### src/design/cfp_pkg.sv
// ----------------------------------------------------------------------------
// Response field parser package
// Character codes, field identifiers, the scan state and the match result
// shared by the parser modules.
// ----------------------------------------------------------------------------
package cfp_pkg;

   typedef logic [7:0] char_type;
   typedef logic [2:0] field_id_type;
   typedef logic [29:0] field_value_type;

   localparam char_type CHAR_NUL       = 8'h00;
   localparam char_type CHAR_SEMICOLON = 8'h3B;
   localparam char_type CHAR_ZERO      = 8'h30;
   localparam char_type CHAR_ONE       = 8'h31;
   localparam char_type CHAR_NINE      = 8'h39;
   localparam char_type CHAR_UPPER_A   = 8'h41;
   localparam char_type CHAR_UPPER_B   = 8'h42;
   localparam char_type CHAR_UPPER_D   = 8'h44;
   localparam char_type CHAR_UPPER_E   = 8'h45;
   localparam char_type CHAR_UPPER_F   = 8'h46;
   localparam char_type CHAR_UPPER_G   = 8'h47;
   localparam char_type CHAR_UPPER_M   = 8'h4D;
   localparam char_type CHAR_UPPER_P   = 8'h50;
   localparam char_type CHAR_UPPER_R   = 8'h52;
   localparam char_type CHAR_UPPER_T   = 8'h54;

   localparam logic [3:0] SHORT_MAX_DIGITS = 4'd9;
   localparam logic [1:0] LONG_MAX_DIGITS  = 2'd3;
   localparam logic [1:0] LAST_POSITION    = 2'd3;

   localparam field_id_type FIELD_VFO_A_FREQ = 3'd0;
   localparam field_id_type FIELD_VFO_B_FREQ = 3'd1;
   localparam field_id_type FIELD_AF_GAIN    = 3'd2;
   localparam field_id_type FIELD_RF_GAIN    = 3'd3;
   localparam field_id_type FIELD_MIC_GAIN   = 3'd4;
   localparam field_id_type FIELD_MODE       = 3'd5;
   localparam field_id_type FIELD_PREAMP     = 3'd6;
   localparam field_id_type FIELD_ACTIVE_VFO = 3'd7;

   typedef struct packed {
      logic [1:0]      position;
      char_type        prefix0;
      char_type        prefix1;
      char_type        prefix2;
      field_value_type short_value;
      logic [3:0]      short_count;
      logic            short_stopped;
      logic [9:0]      short_lead3;
      logic [3:0]      short_lead1;
      logic [9:0]      long_value;
      logic [1:0]      long_count;
      logic            long_stopped;
      logic [3:0]      long_lead1;
      char_type        mode_byte;
   } scan_state_type;

   typedef struct packed {
      logic            hit;
      field_id_type    field_id;
      field_value_type field_value;
   } match_type;

   function automatic logic [3:0] mode_code(input char_type c);
      char_type diff;
      diff = 8'd0;
      if (c inside {[CHAR_ONE:CHAR_NINE]}) begin
         diff = c - CHAR_ZERO;
      end else if (c inside {[CHAR_UPPER_A:CHAR_UPPER_E]}) begin
         diff = c - CHAR_UPPER_A + 8'd10;
      end
      return diff[3:0];
   endfunction

endpackage

### src/design/cat_response_field_parser.sv
// ----------------------------------------------------------------------------
// Response field parser
// Turns the received byte stream of a radio control link into field updates.
// ----------------------------------------------------------------------------
// The parser takes one byte per clock cycle while the input is not stalled. A
// byte passes through an input register and then updates the scan state; when
// the byte is the ';' that ends a recognized response, the result transaction
// goes from the input register through the result register onto the rsp_
// channel. A pending result that is stalled holds back the input only when the
// next byte would also produce a result.
module cat_response_field_parser (
   input  logic        clock,
   input  logic        reset,
   input  logic        req_valid,
   output logic        req_stall,
   input  logic [7:0]  req_rx_byte,
   output logic        rsp_valid,
   input  logic        rsp_stall,
   output logic [2:0]  rsp_field_id,
   output logic [29:0] rsp_field_value
);

   logic                     in_valid_ff;
   logic                     in_valid_in;
   cfp_pkg::char_type        in_byte_ff;
   logic                     out_valid_ff;
   logic                     out_valid_in;
   cfp_pkg::field_id_type    out_id_ff;
   cfp_pkg::field_value_type out_value_ff;
   cfp_pkg::scan_state_type  scan_state;
   cfp_pkg::match_type       match;
   logic                     emit;
   logic                     out_free;
   logic                     fire;

   cfp_scan u_scan (
      .clock      (clock),
      .reset      (reset),
      .advance    (fire),
      .rx_byte    (in_byte_ff),
      .scan_state (scan_state)
   );

   cfp_match u_match (
      .scan_state (scan_state),
      .match      (match)
   );

   assign emit      = in_byte_ff == cfp_pkg::CHAR_SEMICOLON && match.hit;
   assign out_free  = !out_valid_ff || !rsp_stall;
   assign fire      = in_valid_ff && (!emit || out_free);
   assign req_stall = in_valid_ff && !fire;

   assign in_valid_in  = req_stall ? in_valid_ff : req_valid;
   assign out_valid_in = (out_valid_ff && rsp_stall) || (fire && emit);

   always_ff @(posedge clock) begin
      if (reset) begin
         in_valid_ff  <= 1'b0;
         out_valid_ff <= 1'b0;
      end else begin
         in_valid_ff  <= in_valid_in;
         out_valid_ff <= out_valid_in;
      end
   end

   always_ff @(posedge clock) begin
      if (req_valid && !req_stall) begin
         in_byte_ff <= req_rx_byte;
      end
      if (fire && emit) begin
         out_id_ff    <= match.field_id;
         out_value_ff <= match.field_value;
      end
   end

   assign rsp_valid       = out_valid_ff;
   assign rsp_field_id    = out_id_ff;
   assign rsp_field_value = out_value_ff;

`ifndef ASSERT_OFF
   a_clear_after_end: assert property (@(posedge clock) disable iff (reset)
      fire && in_byte_ff == cfp_pkg::CHAR_SEMICOLON |=> scan_state.position == 2'd0)
      else $error("Scan state was not cleared after the end of a response.");

   a_result_only_at_end: assert property (@(posedge clock) disable iff (reset)
      fire && in_byte_ff != cfp_pkg::CHAR_SEMICOLON && !(out_valid_ff && rsp_stall)
      |=> !out_valid_ff)
      else $error("A result transaction appeared without an end of response.");

   a_stall_cause: assert property (@(posedge clock) disable iff (reset)
      req_stall |-> in_valid_ff && out_valid_ff && rsp_stall && emit)
      else $error("Input stalled without a blocked result.");
`endif

endmodule

### src/design/cfp_scan.sv
// ----------------------------------------------------------------------------
// Response field parser scan state
// Holds the prefix bytes, the two digit runs and the mode byte of the response
// in progress and updates them with each accepted byte other than NUL.
// ----------------------------------------------------------------------------
module cfp_scan (
   input  logic                    clock,
   input  logic                    reset,
   input  logic                    advance,
   input  cfp_pkg::char_type       rx_byte,
   output cfp_pkg::scan_state_type scan_state
);

   cfp_pkg::scan_state_type scan_ff;
   cfp_pkg::scan_state_type scan_in;
   logic                    is_digit;
   logic [3:0]              digit;

   assign is_digit = rx_byte inside {[cfp_pkg::CHAR_ZERO:cfp_pkg::CHAR_NINE]};
   assign digit    = rx_byte[3:0];

   always_comb begin
      scan_in = scan_ff;
      if (rx_byte == cfp_pkg::CHAR_SEMICOLON) begin
         scan_in = '0;
      end else if (rx_byte != cfp_pkg::CHAR_NUL) begin
         case (scan_ff.position)
            2'd0: scan_in.prefix0 = rx_byte;
            2'd1: scan_in.prefix1 = rx_byte;
            2'd2: scan_in.prefix2 = rx_byte;
            default: ;
         endcase

         if (scan_ff.position >= 2'd2 && !scan_ff.short_stopped) begin
            if (is_digit && scan_ff.short_count < cfp_pkg::SHORT_MAX_DIGITS) begin
               scan_in.short_value = {scan_ff.short_value[26:0], 3'b000}
                                   + {scan_ff.short_value[28:0], 1'b0}
                                   + {26'd0, digit};
               scan_in.short_count = scan_ff.short_count + 4'd1;
               if (scan_ff.short_count < 4'd3) begin
                  scan_in.short_lead3 = {scan_ff.short_lead3[6:0], 3'b000}
                                      + {scan_ff.short_lead3[8:0], 1'b0}
                                      + {6'd0, digit};
               end
               if (scan_ff.short_count == 4'd0) begin
                  scan_in.short_lead1 = digit;
               end
            end else begin
               scan_in.short_stopped = 1'b1;
            end
         end

         if (scan_ff.position == cfp_pkg::LAST_POSITION) begin
            if (!scan_ff.long_stopped) begin
               if (is_digit && scan_ff.long_count < cfp_pkg::LONG_MAX_DIGITS) begin
                  scan_in.long_value = {scan_ff.long_value[6:0], 3'b000}
                                     + {scan_ff.long_value[8:0], 1'b0}
                                     + {6'd0, digit};
                  scan_in.long_count = scan_ff.long_count + 2'd1;
                  if (scan_ff.long_count == 2'd0) begin
                     scan_in.long_lead1 = digit;
                  end
               end else begin
                  scan_in.long_stopped = 1'b1;
               end
            end
            if (scan_ff.mode_byte == cfp_pkg::CHAR_NUL) begin
               scan_in.mode_byte = rx_byte;
            end
         end

         if (scan_ff.position != cfp_pkg::LAST_POSITION) begin
            scan_in.position = scan_ff.position + 2'd1;
         end
      end
   end

   always_ff @(posedge clock) begin
      if (reset) begin
         scan_ff <= '0;
      end else if (advance) begin
         scan_ff <= scan_in;
      end
   end

   assign scan_state = scan_ff;

endmodule

### src/design/cfp_match.sv
// ----------------------------------------------------------------------------
// Response field parser prefix match
// Compares the stored prefix against the known responses in priority order
// and selects the field identifier and value of the first one that matches.
// ----------------------------------------------------------------------------
module cfp_match (
   input  cfp_pkg::scan_state_type scan_state,
   output cfp_pkg::match_type       match
);

   logic short_ok;
   logic long_ok;
   logic p_fa, p_fb, p_ag0, p_rg0, p_mg, p_md0, p_pa0, p_ft;

   assign short_ok = scan_state.short_count != 4'd0;
   assign long_ok  = scan_state.long_count != 2'd0;

   assign p_fa  = scan_state.prefix0 == cfp_pkg::CHAR_UPPER_F
               && scan_state.prefix1 == cfp_pkg::CHAR_UPPER_A;
   assign p_fb  = scan_state.prefix0 == cfp_pkg::CHAR_UPPER_F
               && scan_state.prefix1 == cfp_pkg::CHAR_UPPER_B;
   assign p_ag0 = scan_state.prefix0 == cfp_pkg::CHAR_UPPER_A
               && scan_state.prefix1 == cfp_pkg::CHAR_UPPER_G
               && scan_state.prefix2 == cfp_pkg::CHAR_ZERO;
   assign p_rg0 = scan_state.prefix0 == cfp_pkg::CHAR_UPPER_R
               && scan_state.prefix1 == cfp_pkg::CHAR_UPPER_G
               && scan_state.prefix2 == cfp_pkg::CHAR_ZERO;
   assign p_mg  = scan_state.prefix0 == cfp_pkg::CHAR_UPPER_M
               && scan_state.prefix1 == cfp_pkg::CHAR_UPPER_G;
   assign p_md0 = scan_state.prefix0 == cfp_pkg::CHAR_UPPER_M
               && scan_state.prefix1 == cfp_pkg::CHAR_UPPER_D
               && scan_state.prefix2 == cfp_pkg::CHAR_ZERO;
   assign p_pa0 = scan_state.prefix0 == cfp_pkg::CHAR_UPPER_P
               && scan_state.prefix1 == cfp_pkg::CHAR_UPPER_A
               && scan_state.prefix2 == cfp_pkg::CHAR_ZERO;
   assign p_ft  = scan_state.prefix0 == cfp_pkg::CHAR_UPPER_F
               && scan_state.prefix1 == cfp_pkg::CHAR_UPPER_T;

   always_comb begin
      match = '0;
      if (p_fa && short_ok) begin
         match.hit         = 1'b1;
         match.field_id    = cfp_pkg::FIELD_VFO_A_FREQ;
         match.field_value = scan_state.short_value;
      end else if (p_fb && short_ok) begin
         match.hit         = 1'b1;
         match.field_id    = cfp_pkg::FIELD_VFO_B_FREQ;
         match.field_value = scan_state.short_value;
      end else if (p_ag0 && long_ok) begin
         match.hit         = 1'b1;
         match.field_id    = cfp_pkg::FIELD_AF_GAIN;
         match.field_value = {22'd0, scan_state.long_value[7:0]};
      end else if (p_rg0 && long_ok) begin
         match.hit         = 1'b1;
         match.field_id    = cfp_pkg::FIELD_RF_GAIN;
         match.field_value = {22'd0, scan_state.long_value[7:0]};
      end else if (p_mg && short_ok) begin
         match.hit         = 1'b1;
         match.field_id    = cfp_pkg::FIELD_MIC_GAIN;
         match.field_value = {22'd0, scan_state.short_lead3[7:0]};
      end else if (p_md0 && scan_state.mode_byte != cfp_pkg::CHAR_NUL) begin
         match.hit         = 1'b1;
         match.field_id    = cfp_pkg::FIELD_MODE;
         match.field_value = {26'd0, cfp_pkg::mode_code(scan_state.mode_byte)};
      end else if (p_pa0 && long_ok) begin
         match.hit         = 1'b1;
         match.field_id    = cfp_pkg::FIELD_PREAMP;
         match.field_value = {26'd0, scan_state.long_lead1};
      end else if (p_ft && short_ok) begin
         match.hit         = 1'b1;
         match.field_id    = cfp_pkg::FIELD_ACTIVE_VFO;
         match.field_value = {26'd0, scan_state.short_lead1};
      end
   end

endmodule

### config.mk
export PLATFORM = sky130hd
export DESIGN_NAME = cat_response_field_parser
export DESIGN_NICKNAME = d
export VERILOG_FILES = /design/src/design/cfp_pkg.sv /design/src/design/cat_response_field_parser.sv /design/src/design/cfp_scan.sv /design/src/design/cfp_match.sv
export SDC_FILE = /design/constraint.sdc
export NUM_CORES = 1
export LEC_CHECK = 0
export ABC_AREA = 1
export BUFFER_PORTS_ARGS = -buffer_cell sky130_fd_sc_hd__buf_2
export CAP_MARGIN = 20
export CORE_ASPECT_RATIO = 1.2
export CORE_MARGIN = 2
export CORE_UTILIZATION = 40
export DETAILED_ROUTE_END_ITERATION = 10
export PLACE_DENSITY = 0.56
export REMOVE_ABC_BUFFERS = 1
export SYNTH_ARGS = -nofsm -noshare
export SYNTH_HDL_FRONTEND = slang
export SYNTH_SLANG_ARGS = --single-unit
export TNS_END_PERCENT = 100
### constraint.sdc
create_clock -name clock -period 8.5 [get_ports clock]
set_clock_uncertainty 0.1 [all_clocks]
set_input_delay 0.85 -clock clock [delete_from_list [all_inputs] [get_ports clock]]
set_output_delay 0.85 -clock clock [all_outputs]
set_load 0.02 [all_outputs]
After elaboration in Yosys (flattened, before gate mapping)
Index checks and enable logic that the tools add are counted.
- multiplexer cells: 29
- add/sub/neg operators: 12
- order comparisons: 10
- reductions and logical operators: 76
- equality and inequality tests: 18
- operators with widths (operator ; count):
    $mux 34 ; 9
    $mux 100 ; 2
    $eq 8x7->1 const B ; 10
    $mux 49 ; 1
    $logic_and 1x1->1 ; 32
    $mux 8 ; 4
    $add 30x30->30 ; 1
    $add 30x4->30 ; 1
    $reduce_bool 2->1 ; 14
    $mux 25 ; 1
    $add 10x10->10 ; 2
    $add 10x4->10 ; 2
    $mux 4 ; 5
    $mux 17 ; 1
    $eq 8x6->1 const B ; 2
    $ge 8x6->1 const B ; 2
    $le 8x6->1 const B ; 2
    $reduce_bool 8->1 ; 2
    $reduce_and 3->1 ; 5
    $reduce_and 5->1 ; 3
    $mux 14 ; 1
    $mux 12 ; 1
    $reduce_and 4->1 ; 3
    $mux 10 ; 1
    24 further kinds ; 38
- bits of input ports: 12
- word-level logic and storage cells: 166
- register bits: 141
- output and inout bits: 35

Logic depth before layout (Yosys ltp)
Gate-level depths: netlist (run 1).
- depth after elaboration: 19
- mapped depth: 17
- mapped depth without buffers: 17

By module
From an unflattened synthesis (run 1), not the netlist that was laid out.
- cell total of the unflattened synthesis: 1429
- area, all modules: 10098.4 sq um
- modules (own cells, without submodules) (module ; seq. area each (sq um) ; cells each ; area each (sq um) ; instances):
    cfp_scan ; 2001.9 ; 1087 ; 7230.7 ; 1
    cfp_match ; 0.0 ; 273 ; 1482.7 ; 1
    cat_response_field_parser ; 1271.2 ; 69 ; 1385.1 ; 1

Least setup slack after synthesis (run 1)
OpenSTA, ideal clock, no wires.
- path kind: register to register
- start: register u_scan.scan_ff (netlist bit u_scan.scan_state[40])
- end: register out_id_ff[0] (netlist: rsp_field_id[0]) (enable)
- buffers on the path: 1
- path slack: 5.605 ns
- arrival time: 2.408 ns
- required time: 8.012 ns
- library setup time: 0.388 ns
- stages on the path, launching flop included: 16
- clock period less this slack: 2.895 ns
- path through: dfxtp_1 inv_1 ha_1 nand2_2 nor2_4 nor2_8 nand3_2 nand2_2 nor2_4 nand2_2 nand3_4 nand2_4 inv_4 buf_4 nand2_1 inv_1
- longest elaborated chain between the ends: 15
- elaborated cells on any way between the ends: 18
- classes of those cells: mux: 8; reduce/logical: 10
- ends and longest elaborated chain (element ; RTL line ; RTL):
    start: declaration ; cfp_scan.sv:14 ; cfp_pkg::scan_state_type scan_ff;
    start signal: assignment ; cfp_scan.sv:82 ; scan_ff <= scan_in;
    $reduce_bool 4->1 * ; cfp_match.sv:15 ; assign short_ok = scan_state.short_count != 4'd0;
    $logic_and 1x1->1 ; cfp_match.sv:69 ; end else if (p_ft && short_ok) begin
    $mux 34 ; cfp_match.sv:69 ;
    $mux 34 ; cfp_match.sv:65 ; end else if (p_pa0 && long_ok) begin
    $mux 34 ; cfp_match.sv:61 ; end else if (p_md0 && scan_state.mode_byte != cfp_pkg::CHAR_NUL) begin
    $mux 34 ; cfp_match.sv:57 ; end else if (p_mg && short_ok) begin
    $mux 34 ; cfp_match.sv:53 ; end else if (p_rg0 && long_ok) begin
    $mux 34 ; cfp_match.sv:49 ; end else if (p_ag0 && long_ok) begin
    $mux 34 ; cfp_match.sv:45 ; end else if (p_fb && short_ok) begin
    $mux 34 * ; cfp_match.sv:41 ; if (p_fa && short_ok) begin
    $logic_and 1x1->1 * ; cat_response_field_parser.sv:49 ; assign emit = in_byte_ff == cfp_pkg::CHAR_SEMICOLON && match.hit;
    $logic_not 1->1 ; cat_response_field_parser.sv:51 ; assign fire = in_valid_ff && (!emit || out_free);
    $logic_or 1x1->1 ; cat_response_field_parser.sv:51 ;
    $logic_and 1x1->1 ; cat_response_field_parser.sv:51 ;
    $logic_and 1x1->1 * ; cat_response_field_parser.sv:71 ; if (fire && emit) begin
    end signal: assignment ; cat_response_field_parser.sv:72 ; out_id_ff <= match.field_id;
    end: declaration ; cat_response_field_parser.sv:28 ; cfp_pkg::field_id_type out_id_ff;
Every way passes the cells marked *; elsewhere a longest branch is shown, timed or not.
A chain may end at the register's enable or synchronous reset.

Worst setup path after layout (run 1)
- start: register in_byte_ff[2]
- end: output req_stall
- longest elaborated chain between the ends: 7
- ends and longest elaborated chain (element ; RTL line ; RTL):
    start: declaration ; cat_response_field_parser.sv:25 ; cfp_pkg::char_type in_byte_ff;
    start signal: assignment ; cat_response_field_parser.sv:69 ; in_byte_ff <= req_rx_byte;
    $eq 8x6->1 ; cat_response_field_parser.sv:49 ;
    $logic_and 1x1->1 ; cat_response_field_parser.sv:49 ;
    $logic_not 1->1 ; cat_response_field_parser.sv:51 ;
    $logic_or 1x1->1 ; cat_response_field_parser.sv:51 ;
    $logic_and 1x1->1 ; cat_response_field_parser.sv:51 ;
    $logic_not 1->1 ; cat_response_field_parser.sv:52 ; assign req_stall = in_valid_ff && !fire;
    $logic_and 1x1->1 ; cat_response_field_parser.sv:52 ;
    end: declaration ; cat_response_field_parser.sv:15 ; output logic req_stall,
Every way passes these cells.

==> flow_summary.ini, run 1 <==
[outcome]
status = finished, final reports clean

[critical_path]
worstPathArrival_ns = 2.91
worstSetupEndpointType = output port
crit_path_top_delay_cell = nand4_1
worst-r2r-setup-slack_ns = 4.78
required_ns = 7.55
slowest_delay_ns = 0.59
ff2ff_path_depth = 11
critPathKind = register to output port
cp_max_fo = 15
path_cells = inv_2, nand2_1, nor3_1, nand4_1, inv_1, nand3_4, nor2_1, buf_2
worstSetupStartpointType = register

[sta]
rsz0062_at_grt = no
setup_viol = 0
timing.fmax_ghz = 0.259
tns_ns = 0
fin_ws_ns = 4.64
worst_pin_slew_ns = 0.955
period_minus_slack_ns = 3.86
whs_ns = 0.358
slew_viol_final = 0
final-hold-violation-count = 0
max-slew-margin-rel_pct = 36.3
fin_crit_sh_pct = 45.4

[logic_synthesis]
synth_top_family_by_area = simple AND/OR/NAND/NOR gates
synth_xor_area_share_pct = 2.96
post_synth_fa_ha_maj_area_fraction_pct = 13.1
synth-edff-count = 41
yosys.cell_types.count = 49
syn_inst = 1269
ys_ff_latch = 139
yosys_warnings = 0
syn_area_um2 = 9160
synth.yosys.seq_area_share_pct = 34.8
synth_compound_area_share_pct = 11.1
ys.flop_type = dfxtp_1
async_reset_ff_share_pct = 0
syn_avg_cell_area_um2 = 7.22
synth_mux_area_share_pct = 0
synth-simple-area-share_pct = 30.2

[cts]
clkSinkCount = 139
numCtsBuffers = 17
clk_pin_slew_worst_paths_ns = 0.06
htree_num_levels = 4
cts_root_buffer = clkbuf_16
clk_latency_ns = 0.43
cts_tree = yes
cts_hold_buf = 0
clock_path_buffers = 2
cts_setup_buffers = 0
cts_resized = 0

[detailed_routing]
vias_per_cell = 5.19
dr.pass1.iters = 5
drc_errors = 0
routed_wl_um = 26000
vias = 8300
ant_nets = 0
drtIter0Drc = 368
routedWlPerCell_um = 16.3

[floorplanning]
fp.dieArea_um2 = 24100
placementRows = 60
die_width_um = 142
core_um2 = 22400
die_y_um = 170
initial_utilization_pct = 40.8
io_pins = 47

[power_and_ir_drop]
p_leak_nw = 4.33
p_int_w = 0.00116
power.density_nw_per_um2 = 149
pwr-share-comb_pct = 4.0
swShare_pct = 23.6
vdd_drop_max_uv = 148
p_switching_w = 0.000358
pwr-share-seq_pct = 45.8
total_power_w = 0.00152
clkPwrFrac_pct = 50.2

[placed_design]
portBuffers = 46
dpl_worst_slack_ns = 4.76
detailedPlacementHpwl_um = 19600
place_congestion = 0.936

[global_route]
first_global_vias = 8134
grt-ovfl-total = 0
grt_first_pass_wirelength_um = 41800
grt_usage_pct = 22.2
grt_max_degree = 80
antenna_found_initial = 0

[min_path]
hold_depth = 2
worstHoldPathType = register to register

[flow_run]
cap_violations = 0

[layout]
area_growth_pct = 11.5
final_layout_size_suffix_gt1_share_pct = 9.10
final_nets = 1410
final_util_pct = 45.5
antenna_cells = 0
-- critical path: cells and delay by family (launching register included) --
family	cells	cell delay, ns
flops	1	0.56
simple gates	5	1.22
buf+inv	3	0.69
-- metal layers --
| layer | up-vias | track usage [%] | share of wire (%) |
|---|---|---|---|
| li1 | 4218 | - | - |
| met1 | 3868 | 26.8 | 44 |
| met2 | 166 | 39.3 | 50 |
| met3 | 48 | 3.78 | 3.5 |
| met4 | 0 | 8.09 | 2.6 |
| met5 | - | 0 | 0 |
-- synth_stat cells, drive strengths merged (3+ instances only) --
master  count  area share, %
o21ai      32            1.7
buf        16            1.1
o21bai      4           0.33
nand3b      7           0.57
or2         3           0.20
nand2     322             13
a211oi      3           0.30
fa          6            1.3
a21oi     131            7.3
nand4      19            1.6
dfxtp      98             21
nor3       14           0.76
xnor2      20            1.9
ha         86             12
clkbuf     15           0.61
inv       146            6.0
o31ai       4           0.33
xor2       11            1.1
nor2      194            8.7
edfxtp     41             13
nand3      82            4.8
-- flip-flops by register name, summed over array words and instances, names as in the netlist --
| signal | count |
|---|---|
| rsp_field_id | 3 |
| rsp_valid | 1 |
| u_scan.scan_state | 96 |
| rsp_field_value | 30 |
| in_valid_ff | 1 |
| in_byte_ff | 8 |
-- power by group through the flow --
stage                     combinational (W)  sequential (W)  clock (W)
after floorplan                   0.0000367        0.000708          0
after global placement            0.0000603        0.000711          0
after detailed placement          0.0000608        0.000711          0
after CTS                         0.0000611        0.000697   0.000777
after global routing              0.0000685        0.000698   0.000804
final                             0.0000605        0.000697   0.000763
-- final timing paths --
| path | start | endpoint |
|---|---|---|
| worst min register to register | u_scan.scan_state[39] | u_scan.scan_state[39] |
| worst min-delay path | u_scan.scan_state[39] | u_scan.scan_state[39] |
| worst max register to register | in_byte_ff[2] | rsp_field_value[7] |
| worst max-delay path | in_byte_ff[2] | req_stall |
-- per-stage QoR --
step | cells | area, um^2
final | 1598 | 10200
after global routing | 1598 | 10200
after CTS | 1598 | 10200
after detailed placement | 1566 | 9600
after global placement | 1566 | 9600
after floorplan | 1238 | 9000
-- placed cells by master, fill, tap and decap left out, drive strengths merged, types with 32 or more instances in the layout --
master / instances
nand2: 322
nor2: 194
inv: 149
a21oi: 131
dfxtp: 98
ha: 86
nand3: 82
buf: 49
edfxtp: 41
o21ai: 32
-- cell type report --
cell class | instances | area, um^2
multi-input cells | 952 | 5250
fillers | 2314 | 12200
flip-flops and latches | 139 | 3190
well taps | 279 | 349
clock buffers | 22 | 508
clock inverters | 10 | 101
repair buffers | 49 | 253
inverters | 147 | 554
-- cells by family (layout without fill, tap and decap cells) --
family,Yosys count,after routing
adder cells (fa/ha/maj),92,92
flip-flops,139,139
AND/OR/NAND/NOR,642,642
AO/OA/AOI/OAI,187,187
XOR/XNOR,31,31
buffers and inverters,178,228
Power figures use the tool's default switching activity.
==> inputs of run 2 (changes only) <==
--- a/config.mk
+++ b/config.mk
@@ -5,7 +5,7 @@
 export SDC_FILE = /design/constraint.sdc
 export NUM_CORES = 1
 export LEC_CHECK = 0
-export ABC_AREA = 1
+export ABC_AREA = 0
 export BUFFER_PORTS_ARGS = -buffer_cell sky130_fd_sc_hd__buf_2
 export CAP_MARGIN = 20
 export CORE_ASPECT_RATIO = 1.2
==> constraint.sdc (replaced) <==
create_clock -name clock -period 3.8 [get_ports clock]
set_clock_uncertainty 0.1 [all_clocks]
set_input_delay 0.38 -clock clock [delete_from_list [all_inputs] [get_ports clock]]
set_output_delay 0.38 -clock clock [all_outputs]
set_load 0.02 [all_outputs]
==> run 2 against run 1 <==
Final cell count down 25%. Synthesized area fell by 10%. Die area down 9.8%. Utilization increased by 1.5 points. Clock power is 120% higher. Sequential power grew 120%. Critical path depth fell by 1. Routed wire length decreased by 21%. Via count decreased by 20%. Combinational power rose by 100%. Worst hold slack got worse by 0.34 ns. Critical endpoint unchanged. Largest cell class unchanged. Largest power group unchanged.
==> flow_summary.ini, run 2 <==
[outcome]
status = finished, final reports clean

[layout]
final_cell_mix = dfxtp_1, ha_1, nor2_1
largest_reg_flops = 96
multi_input_area_um2 = 4780
fillers = 1985
regArea_um2 = 3190
area_growth_pct = 15.5
final_common_cell = dfxtp_1
final_layout_size_suffix_gt1_share_pct = 13.4
finalNonFillerCells = 1201
antenna_cells = 0
final_nets = 1027

[power_and_ir_drop]
power.density_nw_per_um2 = 352
p_leak_nw = 4.14
vdd_drop_max_uv = 340

[cts]
numCtsBuffers = 17
htree_num_levels = 4
clk_pin_slew_worst_paths_ns = 0.07
cts_root_buffer = clkbuf_16
clk_latency_ns = 0.43
cts_setup_buffers = 0
clkSinkCount = 139
cts_resized = 0
cts_tree = yes
clock_path_buffers = 2
cts_hold_buf = 0

[sta]
period_minus_slack_ns = 3.63
fin_crit_sh_pct = 95.4
max-slew-margin-rel_pct = 35.0
setup_viol = 0
worst_pin_slew_ns = 0.972
tns_ns = 0
rsz0062_at_grt = no
final-hold-violation-count = 0
slew_viol_final = 0
timing.fmax_ghz = 0.276

[placed_design]
portBuffers = 46
dp_cells = 1169
place_congestion = 0.830
detailedPlacementHpwl_um = 15000

[critical_path]
worstSetupEndpointType = output port
required_ns = 3.32
cp_max_fo = 4
critPathKind = register to output port
rr_endpoint = u_scan.scan_state[72]
worst-r2r-setup-slack_ns = 0.24
worstSetupStartpointType = register
r2r-start = in_byte_ff[3]
worstSetupStartpoint = u_scan.scan_state[86]
worstPathArrival_ns = 3.15
ff2ff_path_depth = 11
endpoint = req_stall

[logic_synthesis]
syn_inst = 860
synth_area_leaders = dfxtp_1, edfxtp_1, ha_1
synth-edff-count = 41
yosys.cell_types.count = 65
async_reset_ff_share_pct = 0
yosysTopAreaCell = dfxtp_1
synth_common_cells = dfxtp_1, ha_1, nor2_1, nand2_1, a21oi_1
ys.flop_type = dfxtp_1
ys_ff_latch = 139
synth_top_area_share_pct = 23.8
synth.most_common_cell = dfxtp_1
syn_area_um2 = 8240
syn_avg_cell_area_um2 = 9.58
synth.yosys.seq_area_share_pct = 38.7
yosys_warnings = 0

[floorplanning]
io_pins = 47
initial_utilization_pct = 40.7
core_um2 = 20300
die_width_um = 135
fp.dieArea_um2 = 21800
die_y_um = 161
placementRows = 57

[detailed_routing]
routedWlPerCell_um = 17.0
vias_per_cell = 5.50
vias = 6604
routed_wl_um = 20500
drtIter0Drc = 510
drc_errors = 0
ant_nets = 0
dr.pass1.iters = 7

[global_route]
first_global_vias = 6437
grt_max_degree = 35
grt_usage_pct = 19.6
grt_first_pass_wirelength_um = 33600
grt-ovfl-total = 0
antenna_found_initial = 0

[min_path]
worstHoldPathType = primary input to register

[flow_run]
cap_violations = 0
[run 2: how the worst min path moves through the flow]
stage / to / from / depth (start not counted)
after CTS: in_byte_ff[0] / req_rx_byte[0] / 1
after global placement: u_scan.scan_state[73] / u_scan.scan_state[73] / 1
after floorplan: u_scan.scan_state[10] / u_scan.scan_state[10] / 2
after global routing: in_byte_ff[7] / req_rx_byte[7] / 1
after detailed placement: u_scan.scan_state[10] / u_scan.scan_state[10] / 2
final: in_byte_ff[6] / req_rx_byte[6] / 1
[run 2: where the power goes]
part	internal, W	switching [W]
clock network	0.000914	0.000759
logic	0.0000425	0.0000786
registers	0.00154	0.0000215
[run 2: cells by family (layout without fill, tap and decap cells)]
family	Yosys count	after routing	synth area share [%]
simple gates	291	291	18.7
xor+xnor	32	32	3.40
fa+ha+maj	92	92	14.5
flops	139	139	38.7
buf+inv	74	150	3.46
compound gates	205	205	17.9
mux	27	27	3.28
[run 2: final cells by class]
class / instances / area share [%]
clock buffer: 18 / 4.73
clock inverter: 14 / 1.49
inverter: 43 / 1.70
multi-input combinational: 647 / 50.2
sequential: 139 / 33.5
tap: 265 / 3.48
timing repair buffer: 75 / 4.84
[run 2: metrics by stage]
stage	power [W]	area (um^2)	setup slack (ns)	hold slack [ns]	util, %
after floorplan	0.00165	8120	-1.40	0.325	-
after global placement	0.00171	8930	0.305	0.343	44.1
after detailed placement	0.00171	8930	0.249	0.365	44.1
after CTS	0.00340	9520	0.179	0.00323	47.0
after global routing	0.00347	9520	0.00734	0.00210	47.0
final	0.00335	9520	0.173	0.0212	47.0
[run 2: metal layers]
layer  global-route usage (%)  part of all wire, %
met1                     24.5                   44
met2                     34.2                   50
met3                     2.98                  3.4
met4                     7.01                  2.2
met5                        0                    0
[run 2: critical path, cell delays in order, from the launching register on]
cell and delay, ns:
dfxtp_1 0.33, or4b_1 0.59, or3_1 0.48, nor4_4 0.33, or4b_1 0.27, o211ai_1 0.22
nor2_1 0.28, buf_2 0.22
